**config.mk**
```make
export PLATFORM = sky130hd
export DESIGN_NAME = clock_frame_replacement
export DESIGN_NICKNAME = d
export VERILOG_FILES = /design/src/cfr_pkg.sv /design/src/clock_frame_replacement.sv /design/src/cfr_datapath.sv /design/src/cfr_ctrl.sv
export SDC_FILE = /design/constraint.sdc
export NUM_CORES = 1
export LEC_CHECK = 0
export ABC_AREA = 1
export ABC_CLOCK_PERIOD_IN_PS = 10700
export BUFFER_PORTS_ARGS = -buffer_cell sky130_fd_sc_hd__buf_2
export CAP_MARGIN = 25
export CORE_MARGIN = 5
export CORE_UTILIZATION = 65
export DETAILED_ROUTE_END_ITERATION = 10
export PLACE_DENSITY = 0.8
export SYNTH_ARGS = -nofsm -noshare
export SYNTH_HDL_FRONTEND = slang
export SYNTH_SLANG_ARGS = --single-unit
export TNS_END_PERCENT = 5
```
**constraint.sdc**
```tcl
create_clock -name clk -period 10.7 [get_ports clk]
set_clock_uncertainty 0.1 [all_clocks]
set_input_delay 1.07 -clock clk [delete_from_list [all_inputs] [get_ports clk]]
set_output_delay 1.07 -clock clk [all_outputs]
set_load 0.01 [all_outputs]
```
**src/cfr_pkg.sv**
```systemverilog
// Shared types and constants of the clock frame replacement block.
`default_nettype none

package cfr_pkg;

    localparam logic [2:0] OP_ALLOC       = 3'd0;
    localparam logic [2:0] OP_FREE        = 3'd1;
    localparam logic [2:0] OP_PIN         = 3'd2;
    localparam logic [2:0] OP_UNPIN       = 3'd3;
    localparam logic [2:0] OP_FREE_OWNER  = 3'd4;
    localparam logic [2:0] OP_UNPIN_OWNER = 3'd5;
    localparam logic [2:0] OP_TOUCH       = 3'd6;

    localparam logic [1:0] ST_OK        = 2'd0;
    localparam logic [1:0] ST_NOT_FOUND = 2'd1;
    localparam logic [1:0] ST_OOM       = 2'd2;

    localparam int IN_TDATA_W  = 24;
    localparam int OUT_TDATA_W = 24;

    typedef struct packed {
        logic       valid;
        logic       pinned;
        logic       accessed;
        logic       dirty;
        logic       mmap;
        logic [7:0] owner;
    } slot_t;

    typedef enum logic [1:0] {
        RD_SCAN,
        RD_FRAME,
        RD_HAND
    } rd_src_t;

    typedef enum logic [2:0] {
        WR_ZERO,
        WR_FILL,
        WR_PIN,
        WR_UNPIN,
        WR_TOUCH,
        WR_CLR_ACC
    } wr_kind_t;

    typedef enum logic [2:0] {
        RES_OK,
        RES_NOT_FOUND,
        RES_OOM,
        RES_GRANT,
        RES_EVICT
    } res_kind_t;

    typedef struct packed {
        logic      load_in;
        logic      scan_clear;
        logic      scan_inc;
        rd_src_t   rd_src;
        logic      hand_adv;
        logic      any_clear;
        logic      any_track;
        logic      wr_en;
        logic      wr_scan;
        wr_kind_t  wr_kind;
        logic      res_load;
        res_kind_t res_kind;
        logic      out_push;
    } cmd_t;

    typedef struct packed {
        logic [2:0] op;
        logic       frame_ok;
        slot_t      slot;
        logic       owner_match;
        logic       any_unpinned;
        logic       proc_last;
        logic       scan_last;
        logic       out_free;
    } sts_t;

endpackage

`default_nettype wire

```
**src/clock_frame_replacement.sv**
```systemverilog
// Top level of the clock frame replacement block.
// A frame table of NUM_FRAMES slots kept in one memory with a registered read.
// After reset a clearing pass writes every slot with s_tready low. Each input
// word yields one result word. Free, pin, unpin and touch read and update one
// slot; owner-wide operations visit every slot; alloc scans for a free slot
// and, when the table is full, runs the clock sweep unless every slot is
// pinned. Scans and sweeps are paced by the single read port of the slot
// memory, which visits one slot per cycle. A new word is accepted while the
// previous result still waits on the master side.
`default_nettype none

module clock_frame_replacement #(
    parameter int NUM_FRAMES = 64
) (
    input  wire logic                               clk,
    input  wire logic                               rst_n,
    input  wire logic                               s_tvalid,
    output logic                                    s_tready,
    // operation[2:0], frame[8:3], owner[16:9], mmap_page[17], write_access[18]
    input  wire logic [cfr_pkg::IN_TDATA_W-1:0]     s_tdata,
    output logic                                    m_tvalid,
    input  wire logic                               m_tready,
    // status[1:0], granted_frame[7:2], evicted[8], victim_owner[16:9],
    // victim_writeback[17], victim_swap[18]
    output logic [cfr_pkg::OUT_TDATA_W-1:0]         m_tdata
);

    cfr_pkg::cmd_t cmd;
    cfr_pkg::sts_t sts;

    cfr_ctrl u_ctrl (
        .clk      (clk),
        .rst_n    (rst_n),
        .s_tvalid (s_tvalid),
        .s_tready (s_tready),
        .sts      (sts),
        .cmd      (cmd)
    );

    cfr_datapath #(
        .NUM_FRAMES (NUM_FRAMES)
    ) u_datapath (
        .clk      (clk),
        .rst_n    (rst_n),
        .cmd      (cmd),
        .sts      (sts),
        .s_tdata  (s_tdata),
        .m_tvalid (m_tvalid),
        .m_tready (m_tready),
        .m_tdata  (m_tdata)
    );

endmodule

`default_nettype wire

```
**src/cfr_datapath.sv**
```systemverilog
// Datapath: slot memory, scan counter, clock hand, input and result registers.
`default_nettype none

module cfr_datapath #(
    parameter int NUM_FRAMES = 64
) (
    input  wire logic                               clk,
    input  wire logic                               rst_n,
    input  wire cfr_pkg::cmd_t                      cmd,
    output cfr_pkg::sts_t                           sts,
    input  wire logic [cfr_pkg::IN_TDATA_W-1:0]     s_tdata,
    output logic                                    m_tvalid,
    input  wire logic                               m_tready,
    output logic [cfr_pkg::OUT_TDATA_W-1:0]         m_tdata
);

    localparam int AW = (NUM_FRAMES > 1) ? $clog2(NUM_FRAMES) : 1;
    localparam int CW = ((AW > 6) ? AW : 6) + 1;
    localparam logic [AW-1:0] LAST = AW'(NUM_FRAMES - 1);

    cfr_pkg::slot_t slot_mem [NUM_FRAMES];

    logic [2:0]     in_op_reg;
    logic [5:0]     in_frame_reg;
    logic [7:0]     in_owner_reg;
    logic           in_mmap_reg;
    logic           in_write_reg;

    logic [AW-1:0]  scan_reg;
    logic [AW-1:0]  scan_next;
    logic [AW-1:0]  hand_reg;
    logic [AW-1:0]  hand_next;
    logic [AW-1:0]  proc_addr_reg;
    logic           any_reg;
    cfr_pkg::slot_t rdata_reg;

    logic [AW-1:0]  rd_addr;
    logic [AW-1:0]  wr_addr;
    cfr_pkg::slot_t wdata;

    logic [1:0]     res_status_reg;
    logic [5:0]     res_granted_reg;
    logic           res_evicted_reg;
    logic [7:0]     res_vowner_reg;
    logic           res_vwb_reg;
    logic           res_vswap_reg;

    logic [1:0]     res_status_next;
    logic [5:0]     res_granted_next;
    logic           res_evicted_next;
    logic [7:0]     res_vowner_next;
    logic           res_vwb_next;
    logic           res_vswap_next;

    logic [cfr_pkg::OUT_TDATA_W-1:0] out_data_reg;
    logic                            out_valid_reg;

    assign scan_next = (scan_reg == LAST) ? '0 : scan_reg + AW'(1);
    assign hand_next = (hand_reg == LAST) ? '0 : hand_reg + AW'(1);

    always_comb
    begin
        unique case (cmd.rd_src)
            cfr_pkg::RD_SCAN:  rd_addr = scan_reg;
            cfr_pkg::RD_FRAME: rd_addr = AW'(in_frame_reg);
            cfr_pkg::RD_HAND:  rd_addr = hand_reg;
            default:           rd_addr = scan_reg;
        endcase
    end

    assign wr_addr = cmd.wr_scan ? scan_reg : proc_addr_reg;

    always_comb
    begin
        wdata = rdata_reg;
        unique case (cmd.wr_kind)
            cfr_pkg::WR_ZERO:
            begin
                wdata = '0;
            end
            cfr_pkg::WR_FILL:
            begin
                wdata.valid    = 1'b1;
                wdata.pinned   = 1'b1;
                wdata.accessed = 1'b0;
                wdata.dirty    = 1'b0;
                wdata.mmap     = in_mmap_reg;
                wdata.owner    = in_owner_reg;
            end
            cfr_pkg::WR_PIN:
            begin
                wdata.pinned = 1'b1;
            end
            cfr_pkg::WR_UNPIN:
            begin
                wdata.pinned = 1'b0;
            end
            cfr_pkg::WR_TOUCH:
            begin
                wdata.accessed = 1'b1;
                wdata.dirty    = rdata_reg.dirty | in_write_reg;
            end
            cfr_pkg::WR_CLR_ACC:
            begin
                wdata.accessed = 1'b0;
            end
            default:
            begin
                wdata = '0;
            end
        endcase
    end

    always_ff @(posedge clk)
    begin
        if (cmd.wr_en)
        begin
            slot_mem[wr_addr] <= wdata;
        end
        rdata_reg     <= slot_mem[rd_addr];
        proc_addr_reg <= rd_addr;
    end

    always_ff @(posedge clk)
    begin
        if (cmd.load_in)
        begin
            in_op_reg    <= s_tdata[2:0];
            in_frame_reg <= s_tdata[8:3];
            in_owner_reg <= s_tdata[16:9];
            in_mmap_reg  <= s_tdata[17];
            in_write_reg <= s_tdata[18];
        end
    end

    always_ff @(posedge clk or negedge rst_n)
    begin
        if (!rst_n)
        begin
            scan_reg <= '0;
            hand_reg <= '0;
            any_reg  <= 1'b0;
        end
        else
        begin
            if (cmd.scan_clear)
            begin
                scan_reg <= '0;
            end
            else if (cmd.scan_inc)
            begin
                scan_reg <= scan_next;
            end
            if (cmd.hand_adv)
            begin
                hand_reg <= hand_next;
            end
            if (cmd.any_clear)
            begin
                any_reg <= 1'b0;
            end
            else if (cmd.any_track)
            begin
                any_reg <= any_reg | ~rdata_reg.pinned;
            end
        end
    end

    always_comb
    begin
        res_status_next  = cfr_pkg::ST_OK;
        res_granted_next = '0;
        res_evicted_next = 1'b0;
        res_vowner_next  = '0;
        res_vwb_next     = 1'b0;
        res_vswap_next   = 1'b0;
        unique case (cmd.res_kind)
            cfr_pkg::RES_OK:
            begin
                res_status_next = cfr_pkg::ST_OK;
            end
            cfr_pkg::RES_NOT_FOUND:
            begin
                res_status_next = cfr_pkg::ST_NOT_FOUND;
            end
            cfr_pkg::RES_OOM:
            begin
                res_status_next = cfr_pkg::ST_OOM;
            end
            cfr_pkg::RES_GRANT:
            begin
                res_granted_next = 6'(proc_addr_reg);
            end
            cfr_pkg::RES_EVICT:
            begin
                res_granted_next = 6'(proc_addr_reg);
                res_evicted_next = 1'b1;
                res_vowner_next  = rdata_reg.owner;
                res_vwb_next     = rdata_reg.mmap & rdata_reg.dirty;
                res_vswap_next   = ~(rdata_reg.mmap & rdata_reg.dirty);
            end
            default:
            begin
                res_status_next = cfr_pkg::ST_OK;
            end
        endcase
    end

    always_ff @(posedge clk)
    begin
        if (cmd.res_load)
        begin
            res_status_reg  <= res_status_next;
            res_granted_reg <= res_granted_next;
            res_evicted_reg <= res_evicted_next;
            res_vowner_reg  <= res_vowner_next;
            res_vwb_reg     <= res_vwb_next;
            res_vswap_reg   <= res_vswap_next;
        end
    end

    always_ff @(posedge clk)
    begin
        if (cmd.out_push)
        begin
            out_data_reg <= {5'b0, res_vswap_reg, res_vwb_reg, res_vowner_reg,
                             res_evicted_reg, res_granted_reg, res_status_reg};
        end
    end

    always_ff @(posedge clk or negedge rst_n)
    begin
        if (!rst_n)
        begin
            out_valid_reg <= 1'b0;
        end
        else if (cmd.out_push)
        begin
            out_valid_reg <= 1'b1;
        end
        else if (m_tready)
        begin
            out_valid_reg <= 1'b0;
        end
    end

    assign m_tvalid = out_valid_reg;
    assign m_tdata  = out_data_reg;

    assign sts.op           = in_op_reg;
    assign sts.frame_ok     = CW'(in_frame_reg) < CW'(NUM_FRAMES);
    assign sts.slot         = rdata_reg;
    assign sts.owner_match  = rdata_reg.owner == in_owner_reg;
    assign sts.any_unpinned = any_reg | ~rdata_reg.pinned;
    assign sts.proc_last    = proc_addr_reg == LAST;
    assign sts.scan_last    = scan_reg == LAST;
    assign sts.out_free     = ~out_valid_reg | m_tready;

`ifndef SYNTHESIS
    hand_in_range: assert property (@(posedge clk) disable iff (!rst_n)
        32'(hand_reg) < NUM_FRAMES)
        else $error("Clock hand left the slot range.");

    sweep_no_collision: assert property (@(posedge clk) disable iff (!rst_n)
        cmd.wr_en && cmd.rd_src == cfr_pkg::RD_HAND |-> wr_addr != rd_addr)
        else $error("Sweep reads the slot that it writes in the same cycle.");

    grant_fills_slot: assert property (@(posedge clk) disable iff (!rst_n)
        cmd.res_load && (cmd.res_kind == cfr_pkg::RES_GRANT
                         || cmd.res_kind == cfr_pkg::RES_EVICT)
        |-> cmd.wr_en && cmd.wr_kind == cfr_pkg::WR_FILL && !cmd.wr_scan)
        else $error("Granted slot was not filled.");
`endif

endmodule

`default_nettype wire

```
**src/cfr_ctrl.sv**
```systemverilog
// Controller state machine that sequences scans, sweeps and slot updates.
`default_nettype none

module cfr_ctrl (
    input  wire logic          clk,
    input  wire logic          rst_n,
    input  wire logic          s_tvalid,
    output logic               s_tready,
    input  wire cfr_pkg::sts_t sts,
    output cfr_pkg::cmd_t      cmd
);

    typedef enum logic [3:0] {
        CLEAR,
        IDLE,
        DECODE,
        ALLOC_SCAN,
        SWEEP_START,
        SWEEP,
        SINGLE,
        OWNER_SCAN,
        FINISH
    } state_t;

    state_t state_reg;
    state_t state_next;

    always_ff @(posedge clk or negedge rst_n)
    begin
        if (!rst_n)
        begin
            state_reg <= CLEAR;
        end
        else
        begin
            state_reg <= state_next;
        end
    end

    assign s_tready = state_reg == IDLE;

    always_comb
    begin
        state_next = state_reg;
        cmd        = '0;
        cmd.rd_src   = cfr_pkg::RD_SCAN;
        cmd.wr_kind  = cfr_pkg::WR_ZERO;
        cmd.res_kind = cfr_pkg::RES_OK;
        unique case (state_reg)
            CLEAR:
            begin
                cmd.wr_en    = 1'b1;
                cmd.wr_scan  = 1'b1;
                cmd.scan_inc = 1'b1;
                if (sts.scan_last)
                begin
                    state_next = IDLE;
                end
            end
            IDLE:
            begin
                if (s_tvalid)
                begin
                    cmd.load_in    = 1'b1;
                    cmd.scan_clear = 1'b1;
                    state_next     = DECODE;
                end
            end
            DECODE:
            begin
                priority if (sts.op == cfr_pkg::OP_ALLOC)
                begin
                    cmd.scan_inc  = 1'b1;
                    cmd.any_clear = 1'b1;
                    state_next    = ALLOC_SCAN;
                end
                else if (sts.op == cfr_pkg::OP_FREE || sts.op == cfr_pkg::OP_PIN
                         || sts.op == cfr_pkg::OP_UNPIN || sts.op == cfr_pkg::OP_TOUCH)
                begin
                    if (sts.frame_ok)
                    begin
                        cmd.rd_src = cfr_pkg::RD_FRAME;
                        state_next = SINGLE;
                    end
                    else
                    begin
                        cmd.res_load = 1'b1;
                        cmd.res_kind = cfr_pkg::RES_NOT_FOUND;
                        state_next   = FINISH;
                    end
                end
                else if (sts.op == cfr_pkg::OP_FREE_OWNER
                         || sts.op == cfr_pkg::OP_UNPIN_OWNER)
                begin
                    cmd.scan_inc = 1'b1;
                    state_next   = OWNER_SCAN;
                end
                else
                begin
                    cmd.res_load = 1'b1;
                    cmd.res_kind = cfr_pkg::RES_OK;
                    state_next   = FINISH;
                end
            end
            ALLOC_SCAN:
            begin
                cmd.any_track = 1'b1;
                priority if (!sts.slot.valid)
                begin
                    cmd.wr_en    = 1'b1;
                    cmd.wr_kind  = cfr_pkg::WR_FILL;
                    cmd.res_load = 1'b1;
                    cmd.res_kind = cfr_pkg::RES_GRANT;
                    state_next   = FINISH;
                end
                else if (sts.proc_last)
                begin
                    if (sts.any_unpinned)
                    begin
                        state_next = SWEEP_START;
                    end
                    else
                    begin
                        cmd.res_load = 1'b1;
                        cmd.res_kind = cfr_pkg::RES_OOM;
                        state_next   = FINISH;
                    end
                end
                else
                begin
                    cmd.scan_inc = 1'b1;
                end
            end
            SWEEP_START:
            begin
                cmd.rd_src   = cfr_pkg::RD_HAND;
                cmd.hand_adv = 1'b1;
                state_next   = SWEEP;
            end
            SWEEP:
            begin
                priority if (sts.slot.pinned)
                begin
                    cmd.rd_src   = cfr_pkg::RD_HAND;
                    cmd.hand_adv = 1'b1;
                end
                else if (sts.slot.accessed)
                begin
                    cmd.wr_en    = 1'b1;
                    cmd.wr_kind  = cfr_pkg::WR_CLR_ACC;
                    cmd.rd_src   = cfr_pkg::RD_HAND;
                    cmd.hand_adv = 1'b1;
                end
                else
                begin
                    cmd.wr_en    = 1'b1;
                    cmd.wr_kind  = cfr_pkg::WR_FILL;
                    cmd.res_load = 1'b1;
                    cmd.res_kind = cfr_pkg::RES_EVICT;
                    state_next   = FINISH;
                end
            end
            SINGLE:
            begin
                cmd.res_load = 1'b1;
                state_next   = FINISH;
                if (!sts.slot.valid)
                begin
                    cmd.res_kind = cfr_pkg::RES_NOT_FOUND;
                end
                else
                begin
                    cmd.wr_en = 1'b1;
                    priority if (sts.op == cfr_pkg::OP_FREE)
                    begin
                        cmd.wr_kind = cfr_pkg::WR_ZERO;
                    end
                    else if (sts.op == cfr_pkg::OP_PIN)
                    begin
                        cmd.wr_kind = cfr_pkg::WR_PIN;
                    end
                    else if (sts.op == cfr_pkg::OP_UNPIN)
                    begin
                        cmd.wr_kind = cfr_pkg::WR_UNPIN;
                    end
                    else
                    begin
                        cmd.wr_kind = cfr_pkg::WR_TOUCH;
                    end
                end
            end
            OWNER_SCAN:
            begin
                if (sts.slot.valid && sts.owner_match)
                begin
                    cmd.wr_en   = 1'b1;
                    cmd.wr_kind = (sts.op == cfr_pkg::OP_FREE_OWNER) ?
                                  cfr_pkg::WR_ZERO : cfr_pkg::WR_UNPIN;
                end
                if (sts.proc_last)
                begin
                    cmd.res_load = 1'b1;
                    cmd.res_kind = cfr_pkg::RES_OK;
                    state_next   = FINISH;
                end
                else
                begin
                    cmd.scan_inc = 1'b1;
                end
            end
            FINISH:
            begin
                if (sts.out_free)
                begin
                    cmd.out_push = 1'b1;
                    state_next   = IDLE;
                end
            end
            default:
            begin
                state_next = IDLE;
            end
        endcase
    end

`ifndef SYNTHESIS
    push_only_when_free: assert property (@(posedge clk) disable iff (!rst_n)
        cmd.out_push |-> sts.out_free)
        else $error("Result pushed over a word that was not taken.");

    sweep_after_full_scan: assert property (@(posedge clk) disable iff (!rst_n)
        state_reg == SWEEP_START |->
            $past(state_reg) == ALLOC_SCAN && $past(sts.any_unpinned)
            && $past(sts.slot.valid))
        else $error("Sweep started without a full table and an unpinned slot.");
`endif

endmodule

`default_nettype wire

```
# After elaboration in Yosys (flattened, before gate mapping)

Memory sizes are Yosys's and may differ from the RTL's. A register that Yosys moved wholly into a read port is not among the register bits.
Cells that the tools add are included.

$add $sub $neg: 2
Eq/ne operators: 36
Multiplexer cells: 76
Bitwise operators: 7
Reductions and logical operators: 17

Operator list:

| kind                                                                   | count |
|---|---|
| 4-bit 2-to-1 mux                                                       | 20 |
| 4-bit one-hot mux with 9 select lines                                  | 1 |
| 6-bit 2-to-1 mux                                                       | 5 |
| 1-bit 2-to-1 mux                                                       | 24 |
| 3-bit 2-to-1 mux                                                       | 8 |
| 4-bit one-hot mux with 5 select lines                                  | 1 |
| 3-bit by 2-bit equality test with 1-bit output (second input constant) | 6 |
| 3-bit equality test (second input constant)                            | 6 |
| 6-bit equality test (second input constant)                            | 3 |
| 9-bit one-hot mux with 2 select lines                                  | 1 |
| 4-bit by 3-bit equality test with 1-bit output (second input constant) | 4 |
| 6-bit by 1-bit adder with 6-bit output (second input constant)         | 2 |
| 2-bit != test (second input constant)                                  | 6 |
| 3-bit one-hot mux with 4 select lines                                  | 1 |
| 6-bit one-hot mux with 2 select lines                                  | 1 |
| 1-bit one-hot mux with 2 select lines                                  | 5 |
| 3-bit by 1-bit equality test with 1-bit output (second input constant) | 3 |
| 4-bit by 2-bit equality test with 1-bit output (second input constant) | 2 |
| 8-bit equality test                                                    | 1 |
| 2-bit 2-to-1 mux                                                       | 4 |
| 2-bit OR reduction                                                     | 4 |
| 7-bit 2-to-1 mux                                                       | 1 |
| 7-bit AND reduction                                                    | 1 |
| 2-bit one-hot mux with 3 select lines                                  | 1 |
| other kinds (18)                                                       | 27 |

Bits in registers: 81
RAM bits: 832
Word-level logic and storage cells: 157
Memories kept: 1

Memory list:

| memory              | words | bits a word | read ports | clocked after memory_dff | wr ports | line               | RTL |
|---|---|---|---|---|---|---|---|
| u_datapath.slot_mem | 64    | 13          | 1          | 1                        | 1        | cfr_datapath.sv:21 | `cfr_pkg::slot_t slot_mem [NUM_FRAMES];` |

# Logic depth before layout (Yosys ltp)

Depth after elaboration: 9
Gate-level depth with buffers: 21
Gate-level depth less buffers: 19

# Modules after synthesis

From an unflattened synthesis, not the netlist that was laid out.

Cells, all modules: 3,753
Area, all modules: 40,775.4 um2

By module, submodules not included:

| module       | instances | cells each | area an instance (um2) | seq. area each (um2) |
|---|---|---|---|---|
| cfr_datapath | 1         | 3,634      | 40,153.5               | 27,426.3 |
| cfr_ctrl     | 1         | 119        | 621.8                  | 100.1 |

# Worst setup path after synthesis

Ideal clock, no wire load.

Path kind: flip-flop to flip-flop
Start: register u_ctrl.state_reg[3]
End: memory u_datapath.slot_mem[0][6] (netlist name) (data pin)
Setup time: 0.702 ns
Data arrival time: 3.852 ns
Data required time: 9.898 ns
Slack: 6.046 ns
Cell stages (with the launch flop): 11
Path buffers: 1
Cells stage by stage: dfrtp_1 -> inv_1 -> nand2_1 -> nor4_1 -> inv_1 -> nor2_1 -> inv_1 -> nand2_1 -> inv_1 -> buf_2 -> o21ai_0

RTL lines:

| what                   | line               | RTL |
|---|---|---|
| from (decl)            | cfr_ctrl.sv:25     | `state_t state_reg;` |
| from (signal assigned) | cfr_ctrl.sv:36     | `state_reg <= state_next;` |
| to (decl)              | cfr_datapath.sv:21 |  |

# Final worst setup path

Start: register u_ctrl.state_reg[3]
End: register u_datapath.sts[12] (netlist name)

Word-level cells in the longest chain between the ends: 4
Elaborated cells between the ends (all ways): 7
Classes of those cells: 5 x eq/ne; 2 x mux

RTL lines:

| what                                                                                                             | line               | RTL |
|---|---|---|
| 4-bit by 3-bit equality test with 1-bit output or 4-bit by 2-bit equality test with 1-bit output (tied branches) | cfr_ctrl.sv:49     | `unique case (state_reg)` |
| 2-bit one-hot mux with 3 select lines *                                                                          | cfr_ctrl.sv:49     |  |
| 2-bit equality test or 2-bit by 1-bit equality test with 1-bit output (tied branches)                            | cfr_datapath.sv:63 | `unique case (cmd.rd_src)` |
| 6-bit one-hot mux with 2 select lines *                                                                          | cfr_datapath.sv:63 |  |

Every way passes the cells marked *; elsewhere a longest branch is shown, timed or not.
A chain may end at the register's enable or synchronous reset.

==> impl_metrics.py <==
metrics = {
    "status": {
        "status": "finished, violations left",
        "violations": "DRC",
    },
    "synth": {
        "ys.warnings.count": 0,
        "ys_seq_area_share_pct": 67.3,
        "synth_edf_count": 889,
        "avgSynthCellArea_um2": 10.9,
        "synth-main-ff-cell": "edfxtp_1",
        "syn_area_mm2": 0.0409,
        "ys_ff_latch": 926,
        "yosys.cell_types.count": 39,
        "async_flop_share_pct": 1.94,
        "yosys.area.top_type": "edfxtp_1",
        "yosysTopAreaCellShare_pct": 65.3,
        "synth_area_leaders": "edfxtp_1 (65%), nand3_1 (11%), nand2_1 (5.8%), inv_1 (5.4%), nand3b_1 (5.3%)",
        "ys_top_cells_by_count": "nand3_1 (896), edfxtp_1 (889), nand2_1 (632)",
        "postSynthCellCount": 3758,
        "synth_most_common_cell": "nand3_1",
    },
    "clock_network": {
        "clock-root-buffer": "clkbuf_16",
        "post-cts-setup-buffer-count": 0,
        "hold_buffers": 0,
        "cts_tree": "yes",
        "cts_resized": 0,
        "clkTransAtPathRegs_ns": 0.06,
        "h-tree-depth": 3,
        "clk_latency_ns": 0.64,
        "cts-buffers-inserted": 90,
        "clockBufferDepth": 3,
        "clkSinkCount": 926,
    },
    "worst_hold_path": {
        "min_path_type": "primary input to async pin",
    },
    "placement": {
        "io_buffers": 43,
        "gp_congestion": 0.875,
        "dp_worst_setup_slack_ns": 4.99,
        "place_hpwl_um": 53900,
    },
    "power": {
        "p_leak_nw": 18.1,
        "ir_drop_mv": 0.432,
        "finalPower_mw": 14.1,
        "pwr_density_cell_mw_per_mm2": 317,
    },
    "final_layout": {
        "largest_reg_flops": 832,
        "final_nets": 3774,
        "area_delta_synth_final_pct": 9.33,
        "drive_gt1_share_pct": 7.71,
        "antenna_cells": 0,
        "largest-register": "u_datapath.slot_mem",
        "n_fill_cell": 4065,
    },
    "global_routing": {
        "grt-ovfl-total": 0,
        "grt_start_max_net_pins": 211,
        "grtUsageTotal_pct": 29.4,
        "antenna_found_initial": 2,
        "grt_pass1_wl_um": 153000,
        "grt_pass1_vias": 26800,
    },
    "setup_path": {
        "crit_required_ns": 11.12,
        "path_max_fanout": 72,
        "path_class": "flop to flop",
        "cp_slowest_stage_delay_ns": 0.78,
        "start_kind": "flop",
        "path_cells": "inv_1 -> nand2_1 -> nor3_1 -> o21ai_0 -> nand2_1 -> inv_1 -> ha_1 -> inv_2 -> nand3_4 -> buf_4 -> buf_4 -> nand3_1 -> nand3_1 -> nand3_1 -> nand3_1 -> nand3_1 -> nand3_1 -> nand2_1",
        "crit_slowest_cell": "buf_4",
        "worst_path_most_repeated_cell": "nand3_1",
        "crit_path_end_kind": "flop",
        "worstPathArrival_ns": 6.01,
    },
    "route": {
        "vias": 28100,
        "wl_per_cell_um": 21.7,
        "drtIter0Drc": 3630,
        "ant_nets": 0,
        "first_pass_iters": 9,
        "finalWirelength_um": 101000,
        "drc_errors": 1,
        "routed_via_density": 6.03,
    },
    "timing": {
        "slew_headroom_pct": 27.8,
        "rsz0062_at_grt": "false",
        "fin_tns_setup_ns": 0,
        "finalCritPeriodShare_pct": 52.2,
        "post-route-min-period_ns": 5.59,
        "worstMarginPinSlew_ns": 1.08,
        "setup_violations": 0,
        "slew_viol_final": 0,
        "layout_setup_ws_ns": 5.11,
        "timing_hold_violations_final": 0,
        "fmax_mhz": 179,
    },
    "floorplan": {
        "pin_count": 54,
        "fp.coreArea_mm2": 0.0627,
        "die_h_um": 261,
        "die_w_um": 261,
        "rows": 92,
        "start_util_pct": 65.2,
        "dieArea_mm2": 0.0680,
    },
    "run": {
        "drv_cap": 0,
    },
}
==> stage by stage <==
| stage | hold WS, ns | utilization (%) | std cells | cell area [um2] |
|---|---|---|---|---|
| 2_1_floorplan | 0.300 | - | 3762 | 40900 |
| 3_3_place_gp | 0.300 | 66.6 | 4488 | 41800 |
| 3_5_place_dp | 0.305 | 66.6 | 4491 | 41800 |
| 4_1_cts | 0.247 | 71.0 | 4655 | 44500 |
| 5_1_grt | 0.291 | 71.2 | 4660 | 44700 |
| 6_report | 0.263 | 71.2 | 4660 | 44700 |
==> layout by cell type (no fill, tap or decap), types with 4 or more instances in the layout <==
cell type / instances
a21oi_1: 11
buf_16: 5
buf_2: 43
buf_4: 64
bufinv_16: 4
clkbuf_1: 15
clkbuf_16: 93
clkinv_1: 28
clkinv_2: 20
conb_1: 5
dfrtp_1: 18
dfxtp_1: 19
edfxtp_1: 889
ha_1: 4
inv_1: 587
inv_2: 13
nand2_1: 622
nand2_2: 7
nand3_1: 896
nand3b_1: 288
nand4_1: 6
nor2_1: 83
nor2_2: 10
nor2_4: 7
nor3_1: 8
o21ai_0: 18
o21ai_4: 9
xor2_1: 4
==> worst paths after layout <==
check                      cells past startpoint  slack, ns                     end                    from
max                                           18       5.11      u_datapath.sts[12]     u_ctrl.state_reg[3]
min                                            1       0.26  u_datapath.scan_reg[5]                   rst_n
max reg2reg                                   18       5.11      u_datapath.sts[12]     u_ctrl.state_reg[3]
min reg2reg                                    0       0.32  u_datapath.m_tdata[17]  u_datapath.res_vwb_reg
max in group asynchronous                      1       9.94  u_datapath.hand_reg[0]                   rst_n
min in group clk                               0       0.32  u_datapath.m_tdata[17]  u_datapath.res_vwb_reg
==> cell type report <==
class                   instances  area (um2)  area share, %
flip-flops and latches        926       27500           61.6
repair buffers                116         896           2.00
well taps                     846        1060           2.37
clock inverters                54         349          0.781
inverters                     603        2270           5.08
multi-input cells            2005       10200           22.8
clock buffers                 110        2410           5.40
==> kinds of logic after synthesis <==
logic type | synth area share [%]
compound gates | 0.787
simple gates | 23.5
other cells | 0.00917
xor+xnor | 0.129
flops | 67.3
buf+inv | 8.12
fa+ha+maj | 0.122
==> critical path, delay by kind of cell, from the launching register on <==
family / cells / cell delay [ns]
compound gates: 1 / 0.14
fa+ha+maj: 1 / 0.43
buf+inv: 5 / 1.85
flops: 1 / 0.42
simple gates: 11 / 2.43
==> power breakdown <==
group | switching [mW] | internal [mW]
logic | 4.87 | 1.71
registers | 0.123 | 4.45
clock network | 1.30 | 1.69
==> layer usage <==
layer,GRT usage (%),up-vias,share of wire (%)
met1,39.7,13300,37
met5,0,-,0.0059
met4,13.1,2,4.1
met2,46.3,1779,47
met3,6.58,285,12
li1,-,12700,-
Power figures use the tool's default switching activity.
